## config.mk

```make
export PLATFORM = sky130hd
export DESIGN_NAME = ps2_mouse_packet_cursor_tracker_flat
export DESIGN_NICKNAME = d
export VERILOG_FILES = /design/src/hdl/ps2mpt_pkg.sv /design/src/hdl/ps2mpt_ifs.sv /design/src/hdl/ps2mpt_ring.sv /design/src/hdl/ps2mpt_axis.sv /design/src/hdl/ps2mpt_outq.sv /design/src/hdl/ps2_mouse_packet_cursor_tracker.sv /design/src/flat_wrapper.sv
export SDC_FILE = /design/constraint.sdc
export NUM_CORES = 2
export LEC_CHECK = 0
export ABC_AREA = 0
export BUFFER_PORTS_ARGS = -buffer_cell sky130_fd_sc_hd__buf_2
export CORE_MARGIN = 4
export CORE_UTILIZATION = 55
export CTS_BUF_LIST = sky130_fd_sc_hd__clkbuf_4
export CTS_CLUSTER_DIAMETER = 40
export CTS_CLUSTER_SIZE = 40
export DETAILED_ROUTE_END_ITERATION = 10
export HOLD_SLACK_MARGIN = 0.05
export PLACE_DENSITY = 0.85
export SYNTH_ARGS = -nofsm -noshare
export SYNTH_HDL_FRONTEND = slang
export SYNTH_SLANG_ARGS = --single-unit
```

## constraint.sdc

```tcl
create_clock -name clk -period 7.15 [get_ports clk]
set_clock_uncertainty 0.15 [all_clocks]
set_input_delay 0.3575 -clock clk [delete_from_list [all_inputs] [get_ports clk]]
set_output_delay 0.3575 -clock clk [all_outputs]
set_load 0.1 [all_outputs]
```

## src/hdl/ps2mpt_pkg.sv

```systemverilog
// shared types, constants and helpers of the ps/2 mouse packet cursor tracker
package ps2mpt_pkg;

	localparam int EVENT_DEPTH = 64;
	localparam int COORD_BITS  = 12;
	localparam int RING_AW     = (EVENT_DEPTH > 1) ? $clog2(EVENT_DEPTH) : 1;
	localparam int COORD_LIM   = 1 << COORD_BITS;
	localparam int EFF_W       = COORD_BITS + 1;
	localparam int VAL_W       = COORD_BITS + 2;

	localparam int ID_W   = 8;
	localparam int SCR_W  = 13;
	localparam int CFG_W  = 13;
	localparam int CIDX_W = 2;
	localparam int OP_W   = 2;
	localparam int CNT_W  = 3;

	// opcodes of an input item
	localparam logic [OP_W-1:0] OP_BYTE     = 2'd0;
	localparam logic [OP_W-1:0] OP_READ     = 2'd1;
	localparam logic [OP_W-1:0] OP_RECENTRE = 2'd2;

	// configuration register indexes
	localparam logic [CIDX_W-1:0] REG_DEVICE_ID     = 2'd0;
	localparam logic [CIDX_W-1:0] REG_SCREEN_WIDTH  = 2'd1;
	localparam logic [CIDX_W-1:0] REG_SCREEN_HEIGHT = 2'd2;

	localparam logic [ID_W-1:0]  DEVICE_ID_RST     = 8'd0;
	localparam logic [SCR_W-1:0] SCREEN_WIDTH_RST  = 13'd1024;
	localparam logic [SCR_W-1:0] SCREEN_HEIGHT_RST = 13'd768;

	localparam logic [ID_W-1:0] ID_WHEEL   = 8'h03;
	localparam logic [ID_W-1:0] ID_FIVEBTN = 8'h04;
	localparam logic [ID_W-1:0] ID_EXT     = 8'h81;

	localparam logic [CNT_W-1:0] LEN_STD  = 3'd3;
	localparam logic [CNT_W-1:0] LEN_FOUR = 3'd4;
	localparam logic [CNT_W-1:0] LEN_FIVE = 3'd5;

	localparam int QUEUE_DEPTH = 3;
	localparam int QP_W        = 2;

	typedef struct packed {
		logic [7:0]            status;
		logic [COORD_BITS-1:0] x;
		logic [COORD_BITS-1:0] y;
	} ring_entry_t;

	typedef struct packed {
		logic               wr_en;
		logic [RING_AW-1:0] wr_addr;
		ring_entry_t        wr_data;
		logic               rd_en;
		logic [RING_AW-1:0] rd_addr;
	} ring_req_t;

	typedef struct packed {
		logic                  event_valid;
		logic [7:0]            event_status;
		logic [COORD_BITS-1:0] event_x;
		logic [COORD_BITS-1:0] event_y;
		logic [COORD_BITS-1:0] cursor_x;
		logic [COORD_BITS-1:0] cursor_y;
		logic                  packet_done;
		logic                  packet_overflow;
	} result_t;

	// a size of zero counts as one, anything past the coordinate range is clipped
	function automatic logic [EFF_W-1:0] eff_size(input logic [SCR_W-1:0] s);
		logic [EFF_W-1:0] r;
		if (s == '0) begin
			r = EFF_W'(1);
		end else if (32'(s) > COORD_LIM) begin
			r = EFF_W'(COORD_LIM);
		end else begin
			r = EFF_W'(s);
		end
		return r;
	endfunction

	function automatic logic [CNT_W-1:0] packet_len(input logic [ID_W-1:0] id);
		logic [CNT_W-1:0] r;
		if (id == ID_WHEEL || id == ID_FIVEBTN) begin
			r = LEN_FOUR;
		end else if (id == ID_EXT) begin
			r = LEN_FIVE;
		end else begin
			r = LEN_STD;
		end
		return r;
	endfunction

	function automatic logic [RING_AW-1:0] ring_inc(input logic [RING_AW-1:0] p);
		logic [RING_AW-1:0] r;
		if (32'(p) == EVENT_DEPTH - 1) begin
			r = '0;
		end else begin
			r = p + RING_AW'(1);
		end
		return r;
	endfunction

endpackage

```

## src/hdl/ps2mpt_ifs.sv

```systemverilog
// valid/ready channel interfaces for mouse items and results
interface ps2mpt_in_if import ps2mpt_pkg::*; ();
	logic            valid;
	logic            ready;
	logic [OP_W-1:0] opcode;
	logic [7:0]      data_byte;
	logic            requester_on_top;

	modport source(output valid, output opcode, output data_byte, output requester_on_top,
		input ready);
	modport sink(input valid, input opcode, input data_byte, input requester_on_top,
		output ready);
endinterface

interface ps2mpt_out_if import ps2mpt_pkg::*; ();
	logic                  valid;
	logic                  ready;
	logic                  event_valid;
	logic [7:0]            event_status;
	logic [COORD_BITS-1:0] event_x;
	logic [COORD_BITS-1:0] event_y;
	logic [COORD_BITS-1:0] cursor_x;
	logic [COORD_BITS-1:0] cursor_y;
	logic                  packet_done;
	logic                  packet_overflow;

	modport source(output valid, output event_valid, output event_status, output event_x,
		output event_y, output cursor_x, output cursor_y, output packet_done,
		output packet_overflow, input ready);
	modport sink(input valid, input event_valid, input event_status, input event_x,
		input event_y, input cursor_x, input cursor_y, input packet_done,
		input packet_overflow, output ready);
endinterface

```

## src/hdl/ps2mpt_ring.sv

```systemverilog
// event ring storage: one write port, one registered read port
module ps2mpt_ring import ps2mpt_pkg::*; (
	input  logic        clk,
	input  ring_req_t   req,
	output ring_entry_t rd_data
);

	ring_entry_t mem [EVENT_DEPTH];
	ring_entry_t rd_data_q;

	always_ff @(posedge clk) begin
		if (req.wr_en) begin
			mem[req.wr_addr] <= req.wr_data;
		end
	end

	always_ff @(posedge clk) begin
		if (req.rd_en) begin
			rd_data_q <= mem[req.rd_addr];
		end
	end

	assign rd_data = rd_data_q;

endmodule

```

## src/hdl/ps2mpt_axis.sv

```systemverilog
// one cursor axis: add the movement and clamp to the screen
module ps2mpt_axis import ps2mpt_pkg::*; (
	input  logic [COORD_BITS-1:0] pos,
	input  logic signed [9:0]     delta,
	input  logic [EFF_W-1:0]      lim,
	output logic [COORD_BITS-1:0] new_pos
);

	logic signed [VAL_W-1:0] d_ext;
	logic signed [VAL_W-1:0] v;
	logic signed [VAL_W-1:0] lim_s;
	logic [EFF_W-1:0]        lim_m1;

	assign d_ext  = VAL_W'(delta);
	assign v      = signed'({2'b00, pos}) + d_ext;
	assign lim_s  = signed'({1'b0, lim});
	assign lim_m1 = lim - EFF_W'(1);

	always_comb begin
		if (v >= lim_s) begin
			new_pos = lim_m1[COORD_BITS-1:0];
		end else if (v < 0) begin
			new_pos = '0;
		end else begin
			new_pos = v[COORD_BITS-1:0];
		end
	end

endmodule

```

## src/hdl/ps2mpt_outq.sv

```systemverilog
// three-entry result queue between the ring read stage and the output channel
module ps2mpt_outq import ps2mpt_pkg::*; (
	input  logic    clk,
	input  logic    arst_n,
	input  logic    push,
	input  result_t push_data,
	input  logic    pop,
	output logic    not_empty,
	output result_t head_data,
	output logic [QP_W-1:0] count
);

	result_t         q_q [QUEUE_DEPTH];
	logic [QP_W-1:0] wr_ptr_q;
	logic [QP_W-1:0] rd_ptr_q;
	logic [QP_W-1:0] count_q;
	logic            do_pop;

	function automatic logic [QP_W-1:0] qp_inc(input logic [QP_W-1:0] p);
		logic [QP_W-1:0] r;
		if (32'(p) == QUEUE_DEPTH - 1) begin
			r = '0;
		end else begin
			r = p + QP_W'(1);
		end
		return r;
	endfunction

	assign not_empty = (count_q != '0);
	assign head_data = q_q[rd_ptr_q];
	assign count     = count_q;
	assign do_pop    = pop && not_empty;

	always_ff @(posedge clk) begin
		if (push) begin
			q_q[wr_ptr_q] <= push_data;
		end
	end

	always_ff @(posedge clk or negedge arst_n) begin
		if (!arst_n) begin
			wr_ptr_q <= '0;
			rd_ptr_q <= '0;
			count_q  <= '0;
		end else begin
			if (push) begin
				wr_ptr_q <= qp_inc(wr_ptr_q);
			end
			if (do_pop) begin
				rd_ptr_q <= qp_inc(rd_ptr_q);
			end
			case ({push, do_pop})
				2'b10:   count_q <= count_q + QP_W'(1);
				2'b01:   count_q <= count_q - QP_W'(1);
				default: count_q <= count_q;
			endcase
		end
	end

endmodule

```

## src/hdl/ps2_mouse_packet_cursor_tracker.sv

```systemverilog
// top level: packet assembly, cursor tracking and the event ring
//
//  channel   dir   handshake        payload
//  in_ch     in    valid / ready    opcode, data_byte, requester_on_top
//  out_ch    out   valid / ready    event fields, cursor, packet_done, packet_overflow
//  cfg       in    cfg_wr_en        cfg_index, cfg_data
//
// one item per cycle while in_ch.ready is high; a result is registered at the ring's
// registered read port in stage 1 and then in the result queue before it reaches out_ch
// reset clears cursor, packet count, ring pointers and the queue; ring contents
// stay undefined until written
// up to three results may be in flight; input is held off only when all are waiting
module ps2_mouse_packet_cursor_tracker import ps2mpt_pkg::*; (
	input  logic                clk,
	input  logic                arst_n,
	ps2mpt_in_if.sink           in_ch,
	ps2mpt_out_if.source        out_ch,
	input  logic                cfg_wr_en,
	input  logic [CIDX_W-1:0]   cfg_index,
	input  logic [CFG_W-1:0]    cfg_data
);

	logic [ID_W-1:0]       device_id_q;
	logic [SCR_W-1:0]      screen_width_q;
	logic [SCR_W-1:0]      screen_height_q;
	logic [7:0]            pkt_q [3];
	logic [CNT_W-1:0]      byte_count_q;
	logic [COORD_BITS-1:0] pos_x_q;
	logic [COORD_BITS-1:0] pos_y_q;
	logic [RING_AW-1:0]    head_q;
	logic [RING_AW-1:0]    tail_q;

	logic                  valid_s1;
	logic                  pop_s1;
	result_t               res_s1;

	logic                  accept;
	logic                  is_byte;
	logic                  is_read;
	logic                  is_recentre;
	logic [CNT_W-1:0]      count_inc;
	logic                  complete;
	logic [7:0]            st;
	logic [7:0]            b1;
	logic [7:0]            b2;
	logic signed [8:0]     raw_x;
	logic signed [8:0]     raw_y;
	logic signed [9:0]     dx;
	logic signed [9:0]     dy;
	logic                  ovf;
	logic                  moves;
	logic                  push_ev;
	logic                  pop_ev;
	logic [EFF_W-1:0]      eff_w;
	logic [EFF_W-1:0]      eff_h;
	logic [COORD_BITS-1:0] mx;
	logic [COORD_BITS-1:0] my;
	logic [COORD_BITS-1:0] nx;
	logic [COORD_BITS-1:0] ny;
	ring_req_t             ring_req;
	ring_entry_t           ring_rd;
	result_t               res_in;
	result_t               q_head;
	logic                  q_not_empty;
	logic [QP_W-1:0]       q_count;

	assign accept      = in_ch.valid && in_ch.ready;
	assign is_byte     = (in_ch.opcode == OP_BYTE);
	assign is_read     = (in_ch.opcode == OP_READ);
	assign is_recentre = (in_ch.opcode == OP_RECENTRE);

	// the newest byte stands in for the stored one at its own position
	assign count_inc = byte_count_q + CNT_W'(1);
	assign complete  = is_byte && (count_inc >= packet_len(device_id_q));
	assign st        = (byte_count_q == CNT_W'(0)) ? in_ch.data_byte : pkt_q[0];
	assign b1        = (byte_count_q == CNT_W'(1)) ? in_ch.data_byte : pkt_q[1];
	assign b2        = (byte_count_q == CNT_W'(2)) ? in_ch.data_byte : pkt_q[2];

	assign raw_x = signed'({st[4], b1});
	assign raw_y = signed'({st[5], b2});
	assign dx    = 10'(raw_x);
	assign dy    = -(10'(raw_y));
	assign ovf   = st[7] || st[6];
	assign moves = (raw_x != '0) || (raw_y != '0);

	assign eff_w = eff_size(screen_width_q);
	assign eff_h = eff_size(screen_height_q);

	ps2mpt_axis u_axis_x (
		.pos     (pos_x_q),
		.delta   (dx),
		.lim     (eff_w),
		.new_pos (mx)
	);

	ps2mpt_axis u_axis_y (
		.pos     (pos_y_q),
		.delta   (dy),
		.lim     (eff_h),
		.new_pos (my)
	);

	always_comb begin
		nx = pos_x_q;
		ny = pos_y_q;
		if (complete && !ovf && moves) begin
			nx = mx;
			ny = my;
		end else if (is_recentre) begin
			nx = COORD_BITS'(eff_w >> 1);
			ny = COORD_BITS'(eff_h >> 1);
		end
	end

	assign push_ev = accept && complete && !ovf && (st[2:0] != 3'b000);
	assign pop_ev  = accept && is_read && in_ch.requester_on_top && (head_q != tail_q);

	always_comb begin
		ring_req.wr_en          = push_ev;
		ring_req.wr_addr        = head_q;
		ring_req.wr_data.status = st;
		ring_req.wr_data.x      = nx;
		ring_req.wr_data.y      = ny;
		ring_req.rd_en          = pop_ev;
		ring_req.rd_addr        = tail_q;
	end

	ps2mpt_ring u_ring (
		.clk     (clk),
		.req     (ring_req),
		.rd_data (ring_rd)
	);

	always_ff @(posedge clk or negedge arst_n) begin
		if (!arst_n) begin
			device_id_q     <= DEVICE_ID_RST;
			screen_width_q  <= SCREEN_WIDTH_RST;
			screen_height_q <= SCREEN_HEIGHT_RST;
		end else if (cfg_wr_en) begin
			case (cfg_index)
				REG_DEVICE_ID:     device_id_q     <= cfg_data[ID_W-1:0];
				REG_SCREEN_WIDTH:  screen_width_q  <= cfg_data[SCR_W-1:0];
				REG_SCREEN_HEIGHT: screen_height_q <= cfg_data[SCR_W-1:0];
				default:           device_id_q     <= device_id_q;
			endcase
		end
	end

	always_ff @(posedge clk or negedge arst_n) begin
		if (!arst_n) begin
			pkt_q[0]     <= '0;
			pkt_q[1]     <= '0;
			pkt_q[2]     <= '0;
			byte_count_q <= '0;
			pos_x_q      <= '0;
			pos_y_q      <= '0;
			head_q       <= '0;
			tail_q       <= '0;
		end else if (accept) begin
			if (is_byte) begin
				if (byte_count_q == CNT_W'(0)) pkt_q[0] <= in_ch.data_byte;
				if (byte_count_q == CNT_W'(1)) pkt_q[1] <= in_ch.data_byte;
				if (byte_count_q == CNT_W'(2)) pkt_q[2] <= in_ch.data_byte;
				byte_count_q <= complete ? CNT_W'(0) : count_inc;
			end
			pos_x_q <= nx;
			pos_y_q <= ny;
			if (push_ev) begin
				head_q <= ring_inc(head_q);
			end
			if (pop_ev) begin
				tail_q <= ring_inc(tail_q);
			end
		end
	end

	// stage 1 waits for the ring read data
	always_ff @(posedge clk or negedge arst_n) begin
		if (!arst_n) begin
			valid_s1 <= 1'b0;
			pop_s1   <= 1'b0;
		end else begin
			valid_s1 <= accept;
			pop_s1   <= pop_ev;
		end
	end

	always_ff @(posedge clk) begin
		if (accept) begin
			res_s1.event_valid     <= 1'b0;
			res_s1.event_status    <= '0;
			res_s1.event_x         <= '0;
			res_s1.event_y         <= '0;
			res_s1.cursor_x        <= nx;
			res_s1.cursor_y        <= ny;
			res_s1.packet_done     <= complete;
			res_s1.packet_overflow <= complete && ovf;
		end
	end

	always_comb begin
		res_in = res_s1;
		if (pop_s1) begin
			res_in.event_valid  = 1'b1;
			res_in.event_status = ring_rd.status;
			res_in.event_x      = ring_rd.x;
			res_in.event_y      = ring_rd.y;
		end
	end

	ps2mpt_outq u_outq (
		.clk       (clk),
		.arst_n    (arst_n),
		.push      (valid_s1),
		.push_data (res_in),
		.pop       (out_ch.ready),
		.not_empty (q_not_empty),
		.head_data (q_head),
		.count     (q_count)
	);

	// stage 1 always drains into the queue, so both count towards its room
	assign in_ch.ready = (32'(q_count) + 32'(valid_s1)) < QUEUE_DEPTH;

	assign out_ch.valid           = q_not_empty;
	assign out_ch.event_valid     = q_head.event_valid;
	assign out_ch.event_status    = q_head.event_status;
	assign out_ch.event_x         = q_head.event_x;
	assign out_ch.event_y         = q_head.event_y;
	assign out_ch.cursor_x        = q_head.cursor_x;
	assign out_ch.cursor_y        = q_head.cursor_y;
	assign out_ch.packet_done     = q_head.packet_done;
	assign out_ch.packet_overflow = q_head.packet_overflow;

endmodule

```

## src/flat_wrapper.sv

```systemverilog
// flat-port wrapper written by rule: the top's interface ports become plain ports
module ps2_mouse_packet_cursor_tracker_flat import ps2mpt_pkg::*;
  (clk, arst_n, cfg_wr_en, cfg_index, cfg_data, in_ch_valid, in_ch_opcode, in_ch_data_byte, in_ch_requester_on_top, in_ch_ready, out_ch_valid, out_ch_event_valid, out_ch_event_status, out_ch_event_x, out_ch_event_y, out_ch_cursor_x, out_ch_cursor_y, out_ch_packet_done, out_ch_packet_overflow, out_ch_ready);
  ps2mpt_in_if in_ch_i ();
  ps2mpt_out_if out_ch_i ();
  input  logic clk;
  input  logic arst_n;
  input  logic cfg_wr_en;
  input  logic [CIDX_W-1:0] cfg_index;
  input  logic [CFG_W-1:0] cfg_data;
  input wire logic [$bits(in_ch_i.valid)-1:0] in_ch_valid;
  input wire logic [$bits(in_ch_i.opcode)-1:0] in_ch_opcode;
  input wire logic [$bits(in_ch_i.data_byte)-1:0] in_ch_data_byte;
  input wire logic [$bits(in_ch_i.requester_on_top)-1:0] in_ch_requester_on_top;
  output wire logic [$bits(in_ch_i.ready)-1:0] in_ch_ready;
  output wire logic [$bits(out_ch_i.valid)-1:0] out_ch_valid;
  output wire logic [$bits(out_ch_i.event_valid)-1:0] out_ch_event_valid;
  output wire logic [$bits(out_ch_i.event_status)-1:0] out_ch_event_status;
  output wire logic [$bits(out_ch_i.event_x)-1:0] out_ch_event_x;
  output wire logic [$bits(out_ch_i.event_y)-1:0] out_ch_event_y;
  output wire logic [$bits(out_ch_i.cursor_x)-1:0] out_ch_cursor_x;
  output wire logic [$bits(out_ch_i.cursor_y)-1:0] out_ch_cursor_y;
  output wire logic [$bits(out_ch_i.packet_done)-1:0] out_ch_packet_done;
  output wire logic [$bits(out_ch_i.packet_overflow)-1:0] out_ch_packet_overflow;
  input wire logic [$bits(out_ch_i.ready)-1:0] out_ch_ready;
  assign in_ch_i.valid = in_ch_valid;
  assign in_ch_i.opcode = in_ch_opcode;
  assign in_ch_i.data_byte = in_ch_data_byte;
  assign in_ch_i.requester_on_top = in_ch_requester_on_top;
  assign in_ch_ready = in_ch_i.ready;
  assign out_ch_valid = out_ch_i.valid;
  assign out_ch_event_valid = out_ch_i.event_valid;
  assign out_ch_event_status = out_ch_i.event_status;
  assign out_ch_event_x = out_ch_i.event_x;
  assign out_ch_event_y = out_ch_i.event_y;
  assign out_ch_cursor_x = out_ch_i.cursor_x;
  assign out_ch_cursor_y = out_ch_i.cursor_y;
  assign out_ch_packet_done = out_ch_i.packet_done;
  assign out_ch_packet_overflow = out_ch_i.packet_overflow;
  assign out_ch_i.ready = out_ch_ready;
  ps2_mouse_packet_cursor_tracker u_core (.clk(clk), .arst_n(arst_n), .in_ch(in_ch_i), .out_ch(out_ch_i), .cfg_wr_en(cfg_wr_en), .cfg_index(cfg_index), .cfg_data(cfg_data));
endmodule
```

==> run_results.csv <==
group,metric,value,unit
clocking,clkTransAtPathRegs,180,ps
clocking,cts_buffers,197,
yosys,synth-seq-area-share,0.755,
routing,wl_per_cell,34.9,um
grt,grt_max_degree,141,
sta,fmax,149,MHz
place,place_congestion,0.871,
place,placed_cells_incl_taps,6618,
finish,fillers,11000,
grt,grt_busiest_layer,"met2",
clocking,cts_max_level,4,
worst_setup_path,cp.arrival,7590,ps
yosys,ys_ff_latch,2388,
grt,grt_pass1_vias,48800,
yosys,syn_inst,4387,
sta,setup_viol,0,
sta,setup-tns-final,0,ps
finish,nets,4777,
routing,route.detailed.drc,0,
grt,antenna_found_initial,13,
status,status,"finished clean",
clocking,postCtsSetupBuffers,0,
worst_hold_path,hold_path.class,"in2reg",
yosys,yosys.area_share.simple,0.0244,
yosys,ys.flop_type,"edfxtp_1",
place,io_buffers,91,
sta,hold_viol_final,0,
run,drv_cap,0,
floorplanning,initial_core_util,0.555,
place,hpwl,143,mm
clocking,root_buffer,"clkbuf_4",
sta,max_slew_margin,0.108,
yosys,synth.area.mux_share,0.177,
clocking,clkLatencyLatePin,1400,ps
worst_setup_path,crit_path_start_kind,"flop",
finish,area_growth,9.42,%
worst_setup_path,crit_chain,"inv_1 > ha_1 > and2b_2 > nand2_1 > nand2_1 > ha_1 > fa_1 > a221oi_1 > or3_1 > o2111ai_1 > a21oi_1 > or3_1 > a21oi_1 > xnor2_1 > ha_1 > nand3_1 > o22ai_1 > nor4_1 > o211ai_1 > and2_1 > or3_1 > o31ai_1 > o22ai_4 > buf_4",
grt,grt_pass1_wl,355,mm
floorplanning,core_area,170000,um2
worst_setup_path,crit_fanout,65,
sta,rsz0062_at_grt,"false",
grt,grt.met2_usage,0.469,
yosys,synth_warnings,0,
yosys,synthAdderAreaFrac,0.00870,
yosys,async_flop_share,0.0440,
worst_setup_path,crit_required,8020,ps
grt,met1_usage,0.364,
finish,layout_common_cells,"edfxtp_1, mux4_2, clkbuf_4",
worst_setup_path,crit_buf_inv,2,
clocking,clock-sinks,2388,
clocking,cts_tree,"done",
yosys,synth-compound-area-share,0.0199,
finish,drive_above_1_share,0.301,
power,peakVddDrop,353,uV
floorplanning,die_h,422,um
floorplanning,io_pins,92,
worst_setup_path,cpPeakStageDelay,510,ps
finish,final_cells,7079,
clocking,clockBufferDepth,3,
routing,drt-vias-per-instance,6.84,
sta,period_minus_slack,6720,ps
grt,grt_usage,0.279,
sta,tightest_slew,1340,ps
power,power_density,399,nW/um2
worst_setup_path,crit_type,"reg2reg",
sta,fin_crit_sh,0.940,
grt,use_met3,0.0548,
finish,layout_commonest_cell,"edfxtp_1",
worst_setup_path,cp-end-kind,"flop",
sta,final_max_slew_viol_count,0,
yosys,yosysUniqueCellTypes,74,
yosys,synth.avg_cell_area,21.5,um2
routing,wirelength,247,mm
routing,drtAntennaViolNets,0,
yosys,synth_edf_count,2283,
yosys,synth_top_family_by_area,"multiplexers",
yosys,synth_nets,4480,
worst_setup_path,crit_family,"compound AO/OA/AOI/OAI gates",
floorplanning,fp-row-count,151,
routing,drtPass1Iterations,5,
routing,drt_iter0_drc,7939,
routing,routed-via-count,48400,
power,power,41.2,mW
floorplanning,die_w,422,um
grt,grt-ovfl-total,0,
power,p_leak,32.3,nW
yosys,syn_area,94300,um2
worst_setup_path,crit_slowest_cell,"o31ai_1",
yosys,synth_xor_area_frac,0.00511,
floorplanning,die-area,178000,um2
==> flip-flops by register name, summed over array words and instances, names as in the netlist, named ones only <==
register,count
u_core.byte_count_q,3
u_core.head_q,6
u_core.u_outq.count,2
u_core.u_ring.rd_data,32
u_core.u_ring.mem,2048
u_core.valid_s1,1
u_core.tail_q,6
u_core.screen_width_q,13
u_core.screen_height_q,13
u_core.pkt_q,23
u_core.pos_x_q,12
u_core.u_outq.wr_ptr_q,2
u_core.pos_y_q,12
u_core.res_in,26
u_core.u_outq.rd_ptr_q,2
u_core.u_outq.q_q,177
u_core.device_id_q,8
u_core.pop_s1,1
==> cell families after synthesis <==
family,after synthesis
compound gates,305
mux,815
flops,2388
buf+inv,259
simple gates,500
xor+xnor,55
fa+ha+maj,65
==> final timing paths <==
path,startpoint,end,slack [ps],cells past startpoint
setup / recovery,u_core.byte_count_q[0],u_core.u_ring.mem[44][10],430,24
hold / removal,in_ch_opcode[1],u_core.pop_s1,210,4
setup reg to reg,u_core.byte_count_q[0],u_core.u_ring.mem[44][10],430,24
hold reg to reg,u_core.res_in[21],u_core.u_outq.q_q[2][21],320,0
max in group asynchronous,arst_n,u_core.u_outq.rd_ptr_q[0],5100,6
min in group asynchronous,arst_n,u_core.screen_height_q[11],450,5
==> power breakdown <==
part / switching [mW] / total [mW] / internal [mW]
sequential: 0.697 / 18.4 / 17.7
clock: 4.87 / 7.32 / 2.45
combinational: 9.71 / 15.5 / 5.74
==> per-layer routing <==
layer | up-vias | wire (um)
met3 | 729 | 25900
met1 | 25000 | 83400
met2 | 3762 | 126000
met5 | - | 34
li1 | 18900 | -
met4 | 4 | 11300
==> final cells by class <==
type	count	area, um2	area share
sequential	2388	71200	0.690
multi-input combinational	1740	22900	0.222
tap	2218	2780	0.0269
timing repair buffer	316	2640	0.0255
clock inverter	158	1920	0.0186
clock buffer	210	1580	0.0153
inverter	41	154	0.00149
antenna	8	20.0	0.000194
==> synthesized netlist by cell type, types with 11 or more instances <==
library cell     n  area share
a21o_1          16      0.0013
a21oi_1         78      0.0041
and2_1          37      0.0025
buf_1           70      0.0028
clkbuf_1       134      0.0053
dfrtp_1        102       0.027
edfxtp_1      2283        0.73
ha_1            60      0.0080
inv_1           39      0.0016
mux2_2          65      0.0078
mux2i_1         74      0.0079
mux4_2         672        0.16
nand2_1        171      0.0068
nand3_1         40      0.0021
nor2_1         150      0.0060
nor3_1          21      0.0011
o21ai_0        114      0.0060
o22ai_1         12     0.00080
or3_1           11     0.00073
xnor2_1         40      0.0037
xor2_1          15      0.0014
==> worst reg2reg max path: stages (launching register included) <==
cell and delay (ps):
dfrtp_1 480, inv_1 110, ha_1 300, and2b_2 260
nand2_1 70, nand2_1 70, ha_1 220, fa_1 460
a221oi_1 380, or3_1 160, o2111ai_1 170, a21oi_1 350
or3_1 170, a21oi_1 70, xnor2_1 160, ha_1 310
nand3_1 110, o22ai_1 90, nor4_1 200, o211ai_1 200
and2_1 430, or3_1 410, o31ai_1 510, o22ai_4 140
buf_4 300
==> metrics by stage <==
stage	utilization	area (um2)	hold slack, ps	setup slack (ps)
final	0.607	103000	214	426
after global routing	0.607	103000	123	11.9
after CTS	0.607	103000	53.4	412
after detailed placement	0.581	98800	251	453
after global placement	0.581	98800	250	648
after floorplan	-	94400	-88.1	74.1
==> repair_timing <==
item                                    CTS  global route
hold buffers                             83             0
resized for setup                         0             1
endpoints found under the setup margin    0            66
hold endpoints to repair                781             0
Note: power is estimated with default switching activity, not from simulation.
